$ cat src/hw/rtl/pcode_pkg.sv
// ----------------------------------------------------------------------------
// P-code stack machine package
// Shared types and constants for the p-code step core.
// ----------------------------------------------------------------------------
`timescale 1ns / 1ps

package pcode_pkg;

    localparam int STACK_DEPTH = 512;
    localparam int CODE_DEPTH  = 256;
    localparam int SW = $clog2(STACK_DEPTH);
    localparam int PW = $clog2(CODE_DEPTH);

    localparam logic [2:0] OP_LIT = 3'd0;
    localparam logic [2:0] OP_OPR = 3'd1;
    localparam logic [2:0] OP_LOD = 3'd2;
    localparam logic [2:0] OP_STO = 3'd3;
    localparam logic [2:0] OP_CAL = 3'd4;
    localparam logic [2:0] OP_INT = 3'd5;
    localparam logic [2:0] OP_JMP = 3'd6;
    localparam logic [2:0] OP_JPC = 3'd7;

    localparam logic [31:0] F_RET = 32'd0;
    localparam logic [31:0] F_NEG = 32'd1;
    localparam logic [31:0] F_ADD = 32'd2;
    localparam logic [31:0] F_SUB = 32'd3;
    localparam logic [31:0] F_MUL = 32'd4;
    localparam logic [31:0] F_DIV = 32'd5;
    localparam logic [31:0] F_ODD = 32'd6;
    localparam logic [31:0] F_EQ  = 32'd8;
    localparam logic [31:0] F_NE  = 32'd9;
    localparam logic [31:0] F_LT  = 32'd10;
    localparam logic [31:0] F_GE  = 32'd11;
    localparam logic [31:0] F_GT  = 32'd12;
    localparam logic [31:0] F_LE  = 32'd13;

    typedef enum logic [3:0] {
        T_CLR,
        T_IDLE,
        T_RD1,
        T_RD2,
        T_EXEC,
        T_DIVW,
        T_WR2,
        T_WR3,
        T_RDT,
        T_TOP,
        T_OUT
    } t_state;

    typedef struct packed {
        logic start;
        logic busy;
    } t_div_ctl;

endpackage

$ cat src/hw/rtl/pcode_div.sv
// ----------------------------------------------------------------------------
// P-code divider
// Signed truncating 32-bit divide, one quotient bit per cycle.
// ----------------------------------------------------------------------------
`timescale 1ns / 1ps

module pcode_div (
    input  logic                i_clk,
    input  logic                i_rst_n,
    input  logic                i_start,
    input  logic signed [31:0]  i_num,
    input  logic signed [31:0]  i_den,
    output pcode_pkg::t_div_ctl o_ctl,
    output logic [31:0]         o_quo
);

    logic [31:0] r_q, n_q;
    logic [32:0] r_rem, n_rem;
    logic [31:0] r_den, n_den;
    logic [5:0]  r_cnt, n_cnt;
    logic        r_neg, n_neg;
    logic        r_busy, n_busy;
    logic [32:0] w_sh;
    logic [32:0] w_dif;

    always_comb begin
        n_q = r_q; n_rem = r_rem; n_den = r_den; n_cnt = r_cnt;
        n_neg = r_neg; n_busy = r_busy;
        w_sh  = {r_rem[31:0], r_q[31]};
        w_dif = w_sh - {1'b0, r_den};
        if (i_start) begin
            n_q    = i_num[31] ? 32'(-i_num) : i_num;
            n_den  = i_den[31] ? 32'(-i_den) : i_den;
            n_rem  = '0;
            n_cnt  = 6'd32;
            n_neg  = i_num[31] ^ i_den[31];
            n_busy = 1'b1;
        end else if (r_busy) begin
            if (!w_dif[32]) begin
                n_rem = w_dif;
            end else begin
                n_rem = w_sh;
            end
            n_q   = {r_q[30:0], ~w_dif[32]};
            n_cnt = r_cnt - 6'd1;
            if (r_cnt == 6'd1) begin
                n_busy = 1'b0;
            end
        end
    end

    always_ff @(posedge i_clk) begin
        r_q <= n_q; r_rem <= n_rem; r_den <= n_den; r_cnt <= n_cnt; r_neg <= n_neg;
        if (!i_rst_n) begin
            r_busy <= 1'b0;
        end else begin
            r_busy <= n_busy;
        end
    end

    assign o_ctl.start = i_start;
    assign o_ctl.busy  = r_busy;
    assign o_quo = r_neg ? 32'(-r_q) : r_q;

endmodule

$ cat config.mk
export PLATFORM = sky130hd
export DESIGN_NAME = pcode_div
export DESIGN_NICKNAME = d
export VERILOG_FILES = /design/src/hw/rtl/pcode_pkg.sv /design/src/hw/rtl/pcode_div.sv
export SDC_FILE = /design/constraint.sdc
export NUM_CORES = 1
export LEC_CHECK = 0
export BUFFER_PORTS_ARGS = -buffer_cell sky130_fd_sc_hd__buf_2
export CAP_MARGIN = 15
export CORE_MARGIN = 8
export CORE_UTILIZATION = 55
export CTS_CLUSTER_SIZE = 12
export DETAILED_ROUTE_END_ITERATION = 6
export HOLD_SLACK_MARGIN = 0.03
export PLACE_DENSITY = 0.83
export SLEW_MARGIN = 0
export SYNTH_ARGS = -nofsm -noshare
export SYNTH_HDL_FRONTEND = slang
export SYNTH_SLANG_ARGS = --single-unit
$ cat constraint.sdc
create_clock -name i_clk -period 3.6 [get_ports i_clk]
set_input_delay 0.18 -clock i_clk [delete_from_list [all_inputs] [get_ports i_clk]]
set_output_delay 0.18 -clock i_clk [all_outputs]
set_load 0.02 [all_outputs]
==> results.md <==
* Most frequently used flop master after synthesis: sky130_fd_sc_hd__edfxtp_1
* Final weighted congestion of routability-driven global placement at around 0.9
* Number of synthesized register bits at 104
* Number of buffers and inverters on the critical path at 2
* Slew at the pin with the worst max-slew slack at 1.12 ns
* Via count of the routed design at between 7,000 and 8,000
* Share of cells above drive strength 1 at between 10% and 20%
* Cts hold-fix bufs at 0
* Violated checks: negative setup slack
* Most used cells in the layout excluding fill and tap cells: 120 x sky130_fd_sc_hd__nand2_1, 102 x sky130_fd_sc_hd__nor2_1, 93 x sky130_fd_sc_hd__buf_2
* Post-route non-filler standard cell count at between 1,000 and 1,500
* Starting Density at 56.4%
* Number of violations of the max-capacitance limit at 0
* Number of synthesized flops with an enable pin at between 60 and 70
* Highest clock rate at between 200 and 300 MHz
* Netlist Area Pre-Place at between 0.007 and 0.008 mm²
* Warning count from the yosys run at 0
* Worst slew margin at roughly 25%
* Crit path capture type: output port
* Core Box Area at around 0.014 mm²
* Endpoint of the worst hold-timing path: r_den[0]$_DFFE_PP_
* Total count of hold-check failures in the final report at 0
* Data arrival, critical path at around 3.6 ns
* Clock transition at path regs at 0.07 ns
* Data required time at the worst endpoint at roughly 3.4 ns
* Startpoint-to-endpoint class of the critical path: reg -> out
* Worst-case clock skew at around 0.0065 ns
* Top cell by count, worst path: sky130_fd_sc_hd__or4_4
* Final Max Tran Viols at 0
* First-pass GRT wire length at around 31 mm
* Fin nets at about 1,100
* Total placed cells including tap cells at around 1,200
* Setup repair after global routing missed its margin: true
* Latest clock arrival within the worst-skew pair at approximately 0.36 ns
* Number of nets with antenna violations after detailed routing at 0
* Max H-tree Level at 3
* DP Wirelength at between 10 and 15 mm
* Total negative setup slack at -0.439 ns
* TritonCTS clock tree: yes
* R2R setup slack at about 0.37 ns
* Tcrit/Tclk final at 104%
* Iteration-0 DRC Markers at 647
* DIE WIDTH at 135 µm
* Critical path launch point type: flip-flop
* CTS Root Cell: sky130_fd_sc_hd__clkbuf_16
* Number of iterations in the first detailed-routing pass at 5
* Final setup violation count at 6
* Crit path time final at between 3 and 4 ns
* Count of cells along the worst hold path at 1
* Critical register-to-register path startpoint: r_q[31]$_DFFE_PP_
* Largest fanout on the critical path at 3
* Highest cell delay on the worst timing path at a little under 0.6 ns
* Largest net degree at the start of global routing at 58
* Post-route setup slack at -0.129 ns
* Routed wire per std cell at 15.5 µm
* Leakage power summed over all cells at between 3 and 4 nW
* Total design power at about 3.7 mW
* Cts bufs inserted at 9
* Post-route worst hold slack at 0.0547 ns
* Path depth of the worst reg2reg path at 13
* Boundary Pins at 101
* Congestion Overflow GR at 0
* Ordered list of cells on the worst path: or4_4 > nor4_4 > buf_4 > nand4b_1 > or3_4 > or4_4 > or4_4 > o31ai_4 > xnor2_1 > buf_4
* Power density over the cells at between 400 and 500 mW/mm²
* Via count of the first global-routing pass at 6,698
* Total Routed Length at around 19 mm
* Share of flip-flops with an asynchronous set or reset at 0%
* Vias per cell at 5.85
* Cell row count at 43
* Endpoint of the lowest-slack register-to-register path: r_rem[30]$_SDFFE_PP0P_
* Number of antenna repair diodes at 0
* Number of distinct library cells after synthesis at just over 60
* Total global-route track usage at about a fifth
* Beginning of the worst hold path: i_den[0]
* Standard cell with the maximum stage delay on the critical path: sky130_fd_sc_hd__or4_4
* Number of antenna violations at the first check in global routing at 0
* Peak supply drop at about 240 µV
* Total Die Area at 0.0183 mm²
* Area of all placed cells without fillers at 0.00894 mm²
* Critical path's top delay family: simple AND/OR/NAND/NOR gates
* Share of synthesized area occupied by flip-flops and latches at 34.9%
* Clock Sinks at around 100
* Area delta synth->final at 14.2%
* Most frequent standard cell in the layout excluding fill and tap cells: sky130_fd_sc_hd__nand2_1
* Input/output buffers at 100
* Layout filler cell count at ~1,200
* Run status: finished, violations left
* Cells after Synth at 936
* Dpl cell area at 0.00854 mm²
* Y dimension of the die at approximately 140 µm
* Count of unresolved DRC violations after routing at 0
* Number of buffers on the longest clock path at 2
* Nets in the synthesized netlist at 1,041
* Min-Delay Path Class: in -> reg
* Average instance area after synthesis at between 8 and 9 µm²
through the flow:
step                util (%)  setup slack, ns
global placement        61.5            0.233
finish                  64.4           -0.129
CTS                     64.2           -0.130
floorplan                  -            0.386
detailed placement      61.5            0.147
global route            64.4           -0.257
metal layers:
layer  share of wire [%]  track usage [%]
met3                 6.7             3.30
met5                   0                0
met1                  45             26.6
met2                  47             34.8
met4                 1.4             6.97
final cells by class:
cell class,instances,area [µm²],area share (%)
Sequential cell,104,2730,30.6
Inverter,53,199,2.23
Timing Repair Buffer,129,736,8.23
Clock inverter,5,41.3,0.462
Tap cell,180,225,2.52
Clock buffer,11,233,2.60
Multi-Input combinational cell,735,4770,53.4
cells in the mapped netlist, drive strengths merged (4+ instances only):
cell type,number,area [µm²]
nand2,121,454
nor2,102,383
a21oi,73,365
xnor2,72,638
edfxtp,65,1950
inv,53,199
o21ai,53,265
xor2,45,394
dfxtp,39,781
clkbuf,37,139
ha,37,463
o31ai,25,206
a311oi,22,193
nand2b,17,106
o41ai,15,139
or4,15,128
or3,13,81.3
nor3,12,60.1
nand3,11,55.1
nor4,10,77.6
o21a,8,60.1
a211oi,7,52.6
a31oi,7,43.8
buf,7,38.8
o211ai,7,52.6
a21o,6,45.0
nand4,6,37.5
nor2b,6,37.5
mux2i,5,50.1
and3,4,25.0
nand3b,4,30.0
worst register-to-register path, cell delays in order, from the launching register on:
cell                       delay [ns]
sky130_fd_sc_hd__edfxtp_1        0.38
sky130_fd_sc_hd__inv_1           0.06
sky130_fd_sc_hd__ha_1            0.22
sky130_fd_sc_hd__fa_1            0.40
sky130_fd_sc_hd__nand2b_1        0.20
sky130_fd_sc_hd__a21oi_1         0.18
sky130_fd_sc_hd__o21ai_1         0.15
sky130_fd_sc_hd__buf_4           0.18
sky130_fd_sc_hd__a21oi_1         0.22
sky130_fd_sc_hd__nand2b_1        0.27
sky130_fd_sc_hd__a41oi_1         0.26
sky130_fd_sc_hd__nand3_1         0.16
sky130_fd_sc_hd__o41ai_1         0.09
sky130_fd_sc_hd__o41ai_1         0.35
how the worst max path moves through the flow:
stage / from / endpoint / slack, ns / cells past startpoint
after floorplan: r_q[10]$_DFFE_PP_ / o_quo[29] / 0.39 / 8
after global placement: r_q[9]$_DFFE_PP_ / o_quo[28] / 0.23 / 9
after detailed placement: r_q[9]$_DFFE_PP_ / o_quo[31] / 0.15 / 9
after CTS: r_q[10]$_DFFE_PP_ / o_quo[28] / -0.13 / 10
after global routing: r_q[10]$_DFFE_PP_ / o_quo[28] / -0.26 / 10
final: r_q[10]$_DFFE_PP_ / o_quo[28] / -0.13 / 10
cells by family after synthesis:
group | share of synthesized area [%]
compound gates | 19.9
xor+xnor | 13.2
fa+ha+maj | 6.17
buf+inv | 4.81
flops | 34.9
mux | 0.639
simple gates | 20.4
registers in the layout, summed over array words and instances (netlist names):
register	cells
r_den	32
r_q	32
r_rem	32
r_cnt	6
r_busy	1
r_neg	1
repair_timing:
action                                  in CTS  in global routing
endpoints found under the setup margin       6                  7
pin swaps                                    5                  3
gates resized for setup                     10                  3
setup buffers                                8                  1
power by group:
group | switching, mW | total (mW) | leakage [nW] | internal, mW
Sequential | 0.124 | 1.53 | 0.959 | 1.41
Clock | 0.457 | 0.933 | 0.132 | 0.476
Combinational | 0.741 | 1.26 | 2.46 | 0.516
Power figures use the tool's default switching activity.
